File: config.mk
export PLATFORM = sky130hd
export DESIGN_NAME = srt_radix2_divider_flat
export DESIGN_NICKNAME = d
export VERILOG_FILES = /design/src/hw/rtl/srtdiv_pkg.sv /design/src/hw/rtl/srtdiv_if.sv /design/src/hw/rtl/srt_radix2_divider.sv /design/src/hw/rtl/srtdiv_ctrl.sv /design/src/hw/rtl/srtdiv_dp.sv /design/src/flat_wrapper.sv
export SDC_FILE = /design/constraint.sdc
export NUM_CORES = 1
export LEC_CHECK = 0
export BUFFER_PORTS_ARGS = -buffer_cell sky130_fd_sc_hd__buf_2
export CORE_ASPECT_RATIO = 0.8
export CORE_MARGIN = 2
export CORE_UTILIZATION = 40
export CTS_CLUSTER_DIAMETER = 100
export DETAILED_ROUTE_END_ITERATION = 7
export PLACE_DENSITY = 0.64
export SYNTH_ARGS = -nofsm -noshare
export SYNTH_HDL_FRONTEND = slang
export SYNTH_SLANG_ARGS = --single-unit
File: constraint.sdc
create_clock -name clk_i -period 10.02 [get_ports clk_i]
set_input_delay 1.503 -clock clk_i [delete_from_list [all_inputs] [get_ports clk_i]]
set_output_delay 1.503 -clock clk_i [all_outputs]
set_load 0.03 [all_outputs]
File: src/hw/rtl/srtdiv_pkg.sv
package srtdiv_pkg;

  // Field widths of the item channels
  localparam int unsigned DIVIDEND_W = 64;
  localparam int unsigned DIVISOR_W  = 32;
  localparam int unsigned QUOT_W     = 32;
  localparam int unsigned REM_W      = 32;
  localparam int unsigned TALLY_W    = 6;

  // Default operand width
  localparam int unsigned WIDTH_DEF  = 32;

  typedef enum logic [1:0] {
    ST_IDLE,
    ST_RUN,
    ST_FIX,
    ST_OUT
  } srtdiv_state_e;

  // Controller to datapath
  typedef struct packed {
    logic load;
    logic step;
    logic fix;
    logic emit;
  } srtdiv_cmd_t;

  // Datapath to controller
  typedef struct packed {
    logic op_err;
  } srtdiv_status_t;

endpackage

File: src/hw/rtl/srtdiv_if.sv
interface srtdiv_in_if import srtdiv_pkg::*; ();
  logic                  valid;
  logic                  ready;
  logic [DIVIDEND_W-1:0] dividend;
  logic [DIVISOR_W-1:0]  divisor;

  modport source(output valid, dividend, divisor, input ready);
  modport sink(input valid, dividend, divisor, output ready);
endinterface

interface srtdiv_out_if import srtdiv_pkg::*; ();
  logic               valid;
  logic               ready;
  logic [QUOT_W-1:0]  quotient;
  logic [REM_W-1:0]   remainder;
  logic [TALLY_W-1:0] add_count;
  logic               error;

  modport source(output valid, quotient, remainder, add_count, error, input ready);
  modport sink(input valid, quotient, remainder, add_count, error, output ready);
endinterface

File: src/hw/rtl/srt_radix2_divider.sv
// Sequence: the accept edge loads the operands, then one SRT digit per cycle (add,
//   subtract or pass), one correction step and one output step that waits until the
//   output register is free; a rejected operand skips the digit and correction steps
//   and goes straight to the output step.
// The next item is taken only once the output step is done, but it is taken while
//   a result still waits in the output register.
// Reset: rst_ni asynchronous, active low; clears control to idle, no result valid.
module srt_radix2_divider import srtdiv_pkg::*; #(
  parameter int unsigned WIDTH = WIDTH_DEF
) (
  input  logic  clk_i,
  input  logic  rst_ni,
  srtdiv_in_if.sink    in_i,
  srtdiv_out_if.source out_o
);

  srtdiv_cmd_t    cmd;
  srtdiv_status_t status;

  srtdiv_ctrl #(
    .WIDTH(WIDTH)
  ) u_ctrl (
    .clk_i       (clk_i),
    .rst_ni      (rst_ni),
    .in_valid_i  (in_i.valid),
    .in_ready_o  (in_i.ready),
    .out_valid_o (out_o.valid),
    .out_ready_i (out_o.ready),
    .status_i    (status),
    .cmd_o       (cmd)
  );

  srtdiv_dp #(
    .WIDTH(WIDTH)
  ) u_dp (
    .clk_i       (clk_i),
    .rst_ni      (rst_ni),
    .dividend_i  (in_i.dividend),
    .divisor_i   (in_i.divisor),
    .cmd_i       (cmd),
    .status_o    (status),
    .quotient_o  (out_o.quotient),
    .remainder_o (out_o.remainder),
    .add_count_o (out_o.add_count),
    .error_o     (out_o.error)
  );

endmodule

File: src/hw/rtl/srtdiv_ctrl.sv
module srtdiv_ctrl import srtdiv_pkg::*; #(
  parameter int unsigned WIDTH = WIDTH_DEF
) (
  input  logic           clk_i,
  input  logic           rst_ni,
  input  logic           in_valid_i,
  output logic           in_ready_o,
  output logic           out_valid_o,
  input  logic           out_ready_i,
  input  srtdiv_status_t status_i,
  output srtdiv_cmd_t    cmd_o
);

  localparam int unsigned CNT_W = $clog2(WIDTH);
  localparam logic [CNT_W-1:0] LAST_STEP = CNT_W'(WIDTH - 1);

  srtdiv_state_e    state_q, state_d;
  logic [CNT_W-1:0] cnt_q, cnt_d;
  logic             out_valid_q, out_valid_d;
  logic             slot_free;

  assign slot_free = !out_valid_q || out_ready_i;

  // Next state
  always_comb begin
    state_d = state_q;
    unique case (state_q)
      ST_IDLE: begin
        if (in_valid_i) begin
          state_d = status_i.op_err ? ST_OUT : ST_RUN;
        end
      end
      ST_RUN: begin
        if (cnt_q == LAST_STEP) begin
          state_d = ST_FIX;
        end
      end
      ST_FIX: state_d = ST_OUT;
      ST_OUT: begin
        if (slot_free) begin
          state_d = ST_IDLE;
        end
      end
      default: state_d = ST_IDLE;
    endcase
  end

  // Commands and handshake
  always_comb begin
    cmd_o      = '0;
    in_ready_o = 1'b0;
    unique case (state_q)
      ST_IDLE: begin
        in_ready_o  = 1'b1;
        cmd_o.load  = in_valid_i;
      end
      ST_RUN:  cmd_o.step = 1'b1;
      ST_FIX:  cmd_o.fix  = 1'b1;
      ST_OUT:  cmd_o.emit = slot_free;
      default: cmd_o = '0;
    endcase
  end

  // Step count and result valid
  always_comb begin
    cnt_d = cnt_q;
    if (cmd_o.load) begin
      cnt_d = '0;
    end else if (cmd_o.step) begin
      cnt_d = cnt_q + CNT_W'(1);
    end
    out_valid_d = out_valid_q;
    if (cmd_o.emit) begin
      out_valid_d = 1'b1;
    end else if (out_ready_i) begin
      out_valid_d = 1'b0;
    end
  end

  always_ff @(posedge clk_i or negedge rst_ni) begin
    if (!rst_ni) begin
      state_q     <= ST_IDLE;
      cnt_q       <= '0;
      out_valid_q <= 1'b0;
    end else begin
      state_q     <= state_d;
      cnt_q       <= cnt_d;
      out_valid_q <= out_valid_d;
    end
  end

  assign out_valid_o = out_valid_q;

`ifndef SYNTHESIS
  // Last digit step is followed by the correction step
  assert property (@(posedge clk_i) disable iff (!rst_ni)
    (state_q == ST_RUN && cnt_q == LAST_STEP) |=> state_q == ST_FIX)
    else $error("srtdiv_ctrl: correction did not follow last step");

  // A new result never overwrites one still waiting
  assert property (@(posedge clk_i) disable iff (!rst_ni)
    cmd_o.emit |-> !(out_valid_q && !out_ready_i))
    else $error("srtdiv_ctrl: result overwritten");

  // Only one command at a time
  assert property (@(posedge clk_i) disable iff (!rst_ni)
    $onehot0({cmd_o.load, cmd_o.step, cmd_o.fix, cmd_o.emit}))
    else $error("srtdiv_ctrl: overlapping commands");
`endif

endmodule

File: src/hw/rtl/srtdiv_dp.sv
module srtdiv_dp import srtdiv_pkg::*; #(
  parameter int unsigned WIDTH = WIDTH_DEF
) (
  input  logic                  clk_i,
  input  logic                  rst_ni,
  input  logic [DIVIDEND_W-1:0] dividend_i,
  input  logic [DIVISOR_W-1:0]  divisor_i,
  input  srtdiv_cmd_t           cmd_i,
  output srtdiv_status_t        status_o,
  output logic [QUOT_W-1:0]     quotient_o,
  output logic [REM_W-1:0]      remainder_o,
  output logic [TALLY_W-1:0]    add_count_o,
  output logic                  error_o
);

  // Partial remainder spans (-2d, 2d) after the shift
  localparam int unsigned RW = WIDTH + 2;
  localparam logic signed [RW-1:0] HALF  = RW'(1) << (WIDTH - 1);
  localparam logic signed [RW-1:0] NHALF = -HALF;

  logic signed [RW-1:0] rem_q, rem_d;
  logic [WIDTH-1:0]     low_q, low_d;
  logic [WIDTH-1:0]     qp_q, qp_d;
  logic [WIDTH-1:0]     qm_q, qm_d;
  logic [WIDTH-1:0]     dv_q, dv_d;
  logic [TALLY_W-1:0]   tally_q, tally_d;
  logic                 err_q, err_d;

  logic [WIDTH-1:0]     hi_in;
  logic [WIDTH-1:0]     dv_in;
  logic signed [RW-1:0] shifted;
  logic signed [RW-1:0] dv_ext;
  logic                 neg;

  assign hi_in  = dividend_i[2*WIDTH-1 -: WIDTH];
  assign dv_in  = divisor_i[WIDTH-1:0];
  assign status_o.op_err = !dv_in[WIDTH-1] || (hi_in >= dv_in);

  assign shifted = {rem_q[RW-2:0], low_q[WIDTH-1]};
  assign dv_ext  = RW'(dv_q);
  assign neg     = rem_q[RW-1];

  // Load operands, run one digit, or correct a negative remainder
  always_comb begin
    rem_d   = rem_q;
    low_d   = low_q;
    qp_d    = qp_q;
    qm_d    = qm_q;
    dv_d    = dv_q;
    tally_d = tally_q;
    err_d   = err_q;
    priority if (cmd_i.load) begin
      rem_d   = RW'(hi_in);
      low_d   = dividend_i[WIDTH-1:0];
      qp_d    = '0;
      qm_d    = '0;
      dv_d    = dv_in;
      tally_d = '0;
      err_d   = status_o.op_err;
    end else if (cmd_i.step) begin
      low_d = low_q << 1;
      qp_d  = qp_q << 1;
      qm_d  = qm_q << 1;
      if (shifted >= HALF) begin
        rem_d   = shifted - dv_ext;
        qp_d[0] = 1'b1;
        tally_d = tally_q + TALLY_W'(1);
      end else if (shifted < NHALF) begin
        rem_d   = shifted + dv_ext;
        qm_d[0] = 1'b1;
        tally_d = tally_q + TALLY_W'(1);
      end else begin
        rem_d = shifted;
      end
    end else if (cmd_i.fix) begin
      qp_d    = qp_q - qm_q - WIDTH'(neg);
      rem_d   = neg ? rem_q + dv_ext : rem_q;
      tally_d = tally_q + TALLY_W'(neg);
    end
  end

  always_ff @(posedge clk_i) begin
    rem_q <= rem_d;
    low_q <= low_d;
    qp_q  <= qp_d;
    qm_q  <= qm_d;
    dv_q  <= dv_d;
  end

  always_ff @(posedge clk_i or negedge rst_ni) begin
    if (!rst_ni) begin
      tally_q <= '0;
      err_q   <= 1'b0;
    end else begin
      tally_q <= tally_d;
      err_q   <= err_d;
    end
  end

  // Capture the result; zero quotient, remainder and add count on a rejected operand
  always_ff @(posedge clk_i) begin
    if (cmd_i.emit) begin
      quotient_o  <= err_q ? '0 : QUOT_W'(qp_q);
      remainder_o <= err_q ? '0 : REM_W'(rem_q[WIDTH-1:0]);
      add_count_o <= err_q ? '0 : tally_q;
      error_o     <= err_q;
    end
  end

`ifndef SYNTHESIS
  // Remainder magnitude stays within the divisor after each digit
  assert property (@(posedge clk_i) disable iff (!rst_ni)
    cmd_i.step |=> (rem_q < dv_ext) && (rem_q >= -dv_ext))
    else $error("srtdiv_dp: partial remainder out of range");

  // Corrected remainder is in 0 .. divisor-1
  assert property (@(posedge clk_i) disable iff (!rst_ni)
    (cmd_i.emit && !err_q) |-> (!rem_q[RW-1] && (rem_q < dv_ext)))
    else $error("srtdiv_dp: final remainder not reduced");
`endif

endmodule

File: src/flat_wrapper.sv
// flat-port wrapper written by rule: the top's interface ports become plain ports
module srt_radix2_divider_flat import srtdiv_pkg::*;
#(
  parameter int unsigned WIDTH = WIDTH_DEF
)
  (clk_i, rst_ni, in_i_valid, in_i_dividend, in_i_divisor, in_i_ready, out_o_valid, out_o_quotient, out_o_remainder, out_o_add_count, out_o_error, out_o_ready);
  srtdiv_in_if in_i_i ();
  srtdiv_out_if out_o_i ();
  input  logic clk_i;
  input  logic rst_ni;
  input wire logic [$bits(in_i_i.valid)-1:0] in_i_valid;
  input wire logic [$bits(in_i_i.dividend)-1:0] in_i_dividend;
  input wire logic [$bits(in_i_i.divisor)-1:0] in_i_divisor;
  output wire logic [$bits(in_i_i.ready)-1:0] in_i_ready;
  output wire logic [$bits(out_o_i.valid)-1:0] out_o_valid;
  output wire logic [$bits(out_o_i.quotient)-1:0] out_o_quotient;
  output wire logic [$bits(out_o_i.remainder)-1:0] out_o_remainder;
  output wire logic [$bits(out_o_i.add_count)-1:0] out_o_add_count;
  output wire logic [$bits(out_o_i.error)-1:0] out_o_error;
  input wire logic [$bits(out_o_i.ready)-1:0] out_o_ready;
  assign in_i_i.valid = in_i_valid;
  assign in_i_i.dividend = in_i_dividend;
  assign in_i_i.divisor = in_i_divisor;
  assign in_i_ready = in_i_i.ready;
  assign out_o_valid = out_o_i.valid;
  assign out_o_quotient = out_o_i.quotient;
  assign out_o_remainder = out_o_i.remainder;
  assign out_o_add_count = out_o_i.add_count;
  assign out_o_error = out_o_i.error;
  assign out_o_i.ready = out_o_ready;
  srt_radix2_divider #(.WIDTH(WIDTH)) u_core (.clk_i(clk_i), .rst_ni(rst_ni), .in_i(in_i_i), .out_o(out_o_i));
endmodule
==> results.ini, run 1 <==
[synth]
synthArstFlopShare=0.06048
synthDistinctLibCells=82
synthFlopType=edfxtp_1
synth_seq_cells=248
yosysWarnings=0
synth_edf_count=167
synth_cells=2071
netlist_area_um2=18270
avgSynthCellArea_um2=8.821
yosysSeqAreaShare=0.3674
synth_fp_nets=2373

[timing]
rsz0062_at_grt=false
holdWs_ns=0.4821
worst_pin_slew_ns=1.103
fin_skew_ns=0.01873
finalHoldViolCount=0
min_period_ns=4.413
setup_viol=0
slew_headroom=0.2643
final_max_slew_viol_count=0
finalCritPeriodShare=0.4404
fmax_mhz=226.6
fin_setup_tns_ns=0

[final_layout]
area_growth_syn_to_layout_pct=12.89
final_cell_mix=207 x inv_1, 207 x nand2_1, 195 x ha_1, 178 x nor2_1, 172 x buf_2
nNetsFinal=2502
final_util=0.4546
drive_above_1_share=0.1183
num_antenna_cells=0

[worst_setup_path]
cp-start-kind=register
r2r_end=u_core.u_dp.rem_q[30]$_DFFE_PP_
critPathArrivalTime_ns=4.73
rr_worst_depth=13
crit_path_end_kind=register
r2r-start=u_core.u_dp.rem_q[0]$_DFFE_PP_
cp_data_required_time_ns=10.34
r2r_slack_ns=5.61
critPathKind=reg -> reg
cp_max_fo=7
crit_path_start=u_core.u_dp.rem_q[0]$_DFFE_PP_
cp-endpoint=u_core.u_dp.rem_q[30]$_DFFE_PP_

[run]
drv_cap=0

[clock_tree]
post_cts_resized=0
cts_max_path_buffers=3
htreeDepth=1
clock-sinks=248
clockRootBuffer=clkbuf_16
cts_setup_buffers=0
path_clk_slew_ns=0.06
cts_hold_buffers=0
insertion_delay_ns=0.59
numCtsBuffers=29
cts_tree=built

[drt]
vias=15774
initialDrtViolationCount=1217
drc=0
drtAntennaViolNets=0
drt_wl_total_mm=53.03
post_drt_via_cell_ratio=5.564
detail_route.wl_per_cell_um=18.71
firstDrtPassIters=6

[global_routing]
antenna_found_initial=0
grt.total_usage=0.2195
grt_max_degree=87
grt_pass1_wl_mm=84.06
grt_pass1_vias=15182
overflow=0

[floorplanning]
start_util=0.4027
core-area_um2=45370
die_y_um=195.1
die_w_um=242.9
design.portCount=173
design.die.area_um2=47410
rows=70

[pwr]
power.density_nw_per_um2=401.2
p_leak_nw=9.163
report.power.total_w=0.008273
peakVddDrop_mv=0.2085

[min_path]
hp-class=reg -> reg
whs_path_depth=1

[placed_design]
hpwl_mm=38.44
io_buffers=172
place.gp.congestion=0.9268

[outcome]
status=finished, final reports clean

-- metal layers --
metal / global-route usage / wire, µm / share of wire / up-vias
li1: - / - / - / 7700
met1: 0.3245 / 25890 / 0.49 / 7486
met2: 0.3304 / 22340 / 0.42 / 517
met3: 0.04480 / 3759 / 0.071 / 71
met4: 0.04567 / 1045 / 0.020 / 0
met5: 0 / 0 / 0 / -
-- where the power goes --
group          switching [W]  internal (W)  leakage, nW
sequential          0.000310       0.00169         2.33
clock               0.000442      0.000601        0.446
combinational        0.00329       0.00194         6.38
-- critical path, stage by stage (launching register included) --
cell      delay, ns
edfxtp_1       0.53
ha_1           0.25
inv_1          0.07
fa_1           0.38
nand2b_1       0.19
a21oi_1        0.27
o21ai_0        0.28
a31oi_1        0.61
a21oi_1        0.32
o21ai_1        0.47
a211oi_1       0.14
a31o_2         0.23
a221oi_1       0.27
a31oi_1        0.14
-- registers in the layout (all words and copies together) (netlist names), 5 cells and up --
| name | flops |
|---|---|
| u_core.u_dp.tally_q | 6 |
| u_core.u_dp.add_count_o | 6 |
| u_core.u_dp.qp_q | 32 |
| u_core.u_dp.qm_q | 32 |
| u_core.u_dp.remainder_o | 32 |
| u_core.u_dp.quotient_o | 32 |
| u_core.u_ctrl.cnt_q | 5 |
| u_core.u_dp.rem_q | 34 |
| u_core.u_dp.dv_q | 32 |
| u_core.u_dp.low_q | 32 |
-- logic make-up after synthesis --
| group | after synthesis | synth area share |
|---|---|---|
| xor gates and xnor gates | 74 | 0.03548 |
| muxes | 45 | 0.02472 |
| DFF | 248 | 0.3674 |
| adders and majority gates | 202 | 0.1404 |
| AOI/OAI and AO/OA | 602 | 0.2198 |
| buffers and inverters | 300 | 0.06253 |
| and+or+nand+nor | 600 | 0.1496 |
-- worst min path at each step --
stage                                            startpoint                           endpoint  slack, ns
after floorplan               u_core.u_dp.err_q$_DFFE_PN0P_      u_core.u_dp.error_o$_DFFE_PP_       0.42
after global placement    u_core.u_dp.qp_q[27]$_SDFFE_PP0P_  u_core.u_dp.qp_q[27]$_SDFFE_PP0P_       0.46
after detailed placement  u_core.u_dp.qp_q[27]$_SDFFE_PP0P_  u_core.u_dp.qp_q[27]$_SDFFE_PP0P_       0.47
after CTS                 u_core.u_dp.qp_q[27]$_SDFFE_PP0P_  u_core.u_dp.qp_q[27]$_SDFFE_PP0P_       0.49
after global routing      u_core.u_dp.qp_q[27]$_SDFFE_PP0P_  u_core.u_dp.qp_q[27]$_SDFFE_PP0P_       0.50
final                     u_core.u_dp.qp_q[27]$_SDFFE_PP0P_  u_core.u_dp.qp_q[27]$_SDFFE_PP0P_       0.48
-- stage by stage --
step	setup WS, ns	instance area, µm²	instances
2_1_floorplan	6.272	18270	2071
3_3_place_gp	5.812	19700	2781
3_5_place_dp	5.735	19700	2781
4_1_cts	5.778	20620	2835
5_1_grt	5.423	20620	2835
6_report	5.607	20620	2835
-- cells in the mapped netlist, types with 5 or more instances --
master | instances | share of area
edfxtp_1 | 167 | 0.27
o21ai_0 | 114 | 0.031
o21ai_1 | 5 | 0.0014
or2_2 | 6 | 0.0021
a22oi_1 | 9 | 0.0037
a211oi_1 | 18 | 0.0074
a221o_1 | 13 | 0.0071
buf_2 | 10 | 0.0027
nor4_1 | 9 | 0.0031
a31oi_1 | 30 | 0.010
clkbuf_1 | 67 | 0.014
ha_1 | 197 | 0.13
a22o_1 | 6 | 0.0029
nor2b_1 | 54 | 0.018
a211o_1 | 12 | 0.0058
inv_1 | 207 | 0.043
nor2_1 | 179 | 0.037
buf_1 | 13 | 0.0027
xnor2_1 | 41 | 0.020
nor3_1 | 30 | 0.0082
a21oi_1 | 166 | 0.045
o221ai_1 | 8 | 0.0038
o211ai_1 | 21 | 0.0086
nand3_1 | 30 | 0.0082
dfrtp_1 | 15 | 0.021
fa_1 | 5 | 0.0055
a21o_1 | 63 | 0.026
dfxtp_1 | 66 | 0.072
nand2_1 | 208 | 0.043
o31ai_1 | 10 | 0.0041
and3_1 | 15 | 0.0051
o21bai_1 | 17 | 0.0070
nand2b_1 | 20 | 0.0068
mux2i_1 | 44 | 0.024
a221oi_1 | 19 | 0.0091
and2_1 | 10 | 0.0034
or3_1 | 8 | 0.0027
a2111oi_0 | 8 | 0.0038
nand4_1 | 19 | 0.0065
xor2_1 | 33 | 0.016
o21a_1 | 15 | 0.0062
-- cell type report --
type	instances	area, µm²
Clock buffer	44	834.6
Timing Repair Buffer	189	988.4
Tap cell	612	765.7
Fill cell	4521	24750
Multi-Input combinational cell	1523	10440
Inverter	209	787.0
Clock inverter	10	92.59
Sequential cell	248	6713
No activity file was read; power rests on OpenSTA's default activity.
==> run 2: changes to the inputs <==
==> constraint.sdc (replaced) <==
create_clock -name clk_i -period 4.2 [get_ports clk_i]
set_input_delay 0.63 -clock clk_i [delete_from_list [all_inputs] [get_ports clk_i]]
set_output_delay 0.63 -clock clk_i [all_outputs]
set_load 0.03 [all_outputs]
==> results.ini, run 2 (synthesis results as in run 1) <==
[floorplanning]
rows=70
core-area_um2=45370
die_y_um=195.1
start_util=0.4027
die_w_um=242.9
design.die.area_um2=47410
design.portCount=173

[timing]
fmax_mhz=256.3
fin_ws_ns=0.2978
rsz0062_at_grt=false
worst_pin_slew_ns=1.121
min_period_ns=3.902
final_max_slew_viol_count=0
setup_viol=0
finalHoldViolCount=0
fin_setup_tns_ns=0
finalCritPeriodShare=0.9291
slew_headroom=0.2525
fin_skew_ns=0.03065

[worst_setup_path]
crit_path_end_kind=register
r2r_slack_ns=0.30
critPathKind=reg -> reg
critPathArrivalTime_ns=4.23
cp_data_required_time_ns=4.52
cp_max_fo=7
cp-start-kind=register
r2r-start=u_core.u_dp.rem_q[0]$_DFFE_PP_
crit_path_start=u_core.u_dp.rem_q[0]$_DFFE_PP_

[final_layout]
final_area_um2=20730
final_cell_mix=207 x inv_1, 207 x nand2_1, 195 x ha_1, 178 x nor2_1, 172 x buf_2
top_register=u_core.u_dp.rem_q
seq_area_um2=6713
multi_input_area_um2=10440
nNetsFinal=2513
drive_above_1_share=0.1236
area_growth_syn_to_layout_pct=13.48
largest_reg_flops=34
fillCellCount=4530

[clock_tree]
clockRootBuffer=clkbuf_16
post_cts_resized=0
htreeDepth=1
insertion_delay_ns=0.60
path_clk_slew_ns=0.07
clock-sinks=248
numCtsBuffers=28
cts_max_path_buffers=3
cts_tree=built

[pwr]
switching_share=0.4895
combPwrFrac=0.635
peakVddDrop_mv=0.4792
power.density_nw_per_um2=962.5
p_int_w=0.01019
p_leak_nw=9.239
p_sw_w=0.009768
p_clk_frac=0.126
report.power.total_w=0.01995
seq_power_share=0.239

[placed_design]
postPlaceCellArea_um2=19760
io_buffers=172
hpwl_mm=39.04
dp_slack_ns=0.3352
place.gp.congestion=0.9801

[global_routing]
grt_pass1_wl_mm=85.27
grt_max_degree=76
grt_pass1_vias=15109
antenna_found_initial=6
overflow=0
grt.total_usage=0.2243

[drt]
vias=15881
drt_wl_total_mm=54.23
firstDrtPassIters=7
drc=0
post_drt_via_cell_ratio=5.580
drtAntennaViolNets=0
detail_route.wl_per_cell_um=19.05
initialDrtViolationCount=1233

[min_path]
hp-class=in -> reg
hold_start=in_i_divisor[8]

[outcome]
status=finished, final reports clean

[run]
drv_cap=0

run 2: cell types whose count changed in the layout (fill, tap and decap cells not counted), sizes merged:
cell and change:
clkbuf -1, inv +1, dlygate4sd3 +1, diode +1, buf +11, bufinv -1
clkinv +1, clkinvlp -2
run 2: area by class of cell:
| cell class | instances | share of cell area |
|---|---|---|
| multi-input cells | 1523 | 0.5037 |
| flip-flops and latches | 248 | 0.3238 |
| repair buffers | 201 | 0.05215 |
| clock buffers | 43 | 0.04201 |
| inverters | 209 | 0.03796 |
| well taps | 612 | 0.03694 |
| clock inverters | 9 | 0.003319 |
| diodes | 1 | 0.0001207 |
run 2: final timing paths:
| path | to | cells past startpoint |
|---|---|---|
| setup / recovery | u_core.u_dp.rem_q[30]$_DFFE_PP_ | 15 |
| hold reg to reg | u_core.u_dp.qp_q[27]$_SDFFE_PP0P_ | 1 |
| hold / removal | u_core.u_dp.dv_q[8]$_DFFE_PP_ | 1 |
| min in group asynchronous | u_core.u_dp.tally_q[2]$_DFFE_PN0P_ | 2 |
| max in group asynchronous | u_core.u_dp.err_q$_DFFE_PN0P_ | 2 |
| setup reg to reg | u_core.u_dp.rem_q[30]$_DFFE_PP_ | 15 |
run 2: what timing repair did:
action | in CTS | in global routing
hold endpoints to repair | 15 | 0
setup buffers | 0 | 3
endpoints found under the setup margin | 0 | 1
hold buffers | 1 | 0
run 2: per-stage QoR:
step,util,hold slack [ns],cells
2_1_floorplan,-,0.3344,2071
3_3_place_gp,0.4355,0.4650,2789
3_5_place_dp,0.4355,0.4772,2789
4_1_cts,0.4564,0.1781,2842
5_1_grt,0.4570,0.1923,2846
6_report,0.4570,0.2181,2846
run 2: worst max-delay path: stages (launching register included):
cell      delay (ns)
edfxtp_1        0.52
ha_1            0.25
inv_1           0.07
fa_1            0.41
nand2b_1        0.20
a21oi_1         0.32
o21ai_0         0.21
a31oi_1         0.24
buf_4           0.21
a21oi_1         0.15
o21ai_1         0.19
buf_4           0.18
a211oi_1        0.08
a31o_2          0.22
a221oi_1        0.27
a31oi_1         0.11
run 2: routing by layer:
layer / vias up / routed length [µm] / track usage / share of wire
li1: 7726 / - / - / -
met1: 7506 / 26150 / 0.3350 / 0.48
met2: 563 / 22510 / 0.3308 / 0.42
met3: 80 / 4327 / 0.04522 / 0.080
met4: 6 / 1198 / 0.05203 / 0.022
met5: - / 34 / 0 / 0.00063
run 2: power by group through the flow:
| stage | logic (W) | clock network [W] | registers, W |
|---|---|---|---|
| 2_1_floorplan | 0.00886 | 0 | 0.00499 |
| 3_3_place_gp | 0.0123 | 0 | 0.00479 |
| 3_5_place_dp | 0.0124 | 0 | 0.00481 |
| 4_1_cts | 0.0125 | 0.00257 | 0.00478 |
| 5_1_grt | 0.0141 | 0.00265 | 0.00489 |
| 6_report | 0.0127 | 0.00251 | 0.00477 |
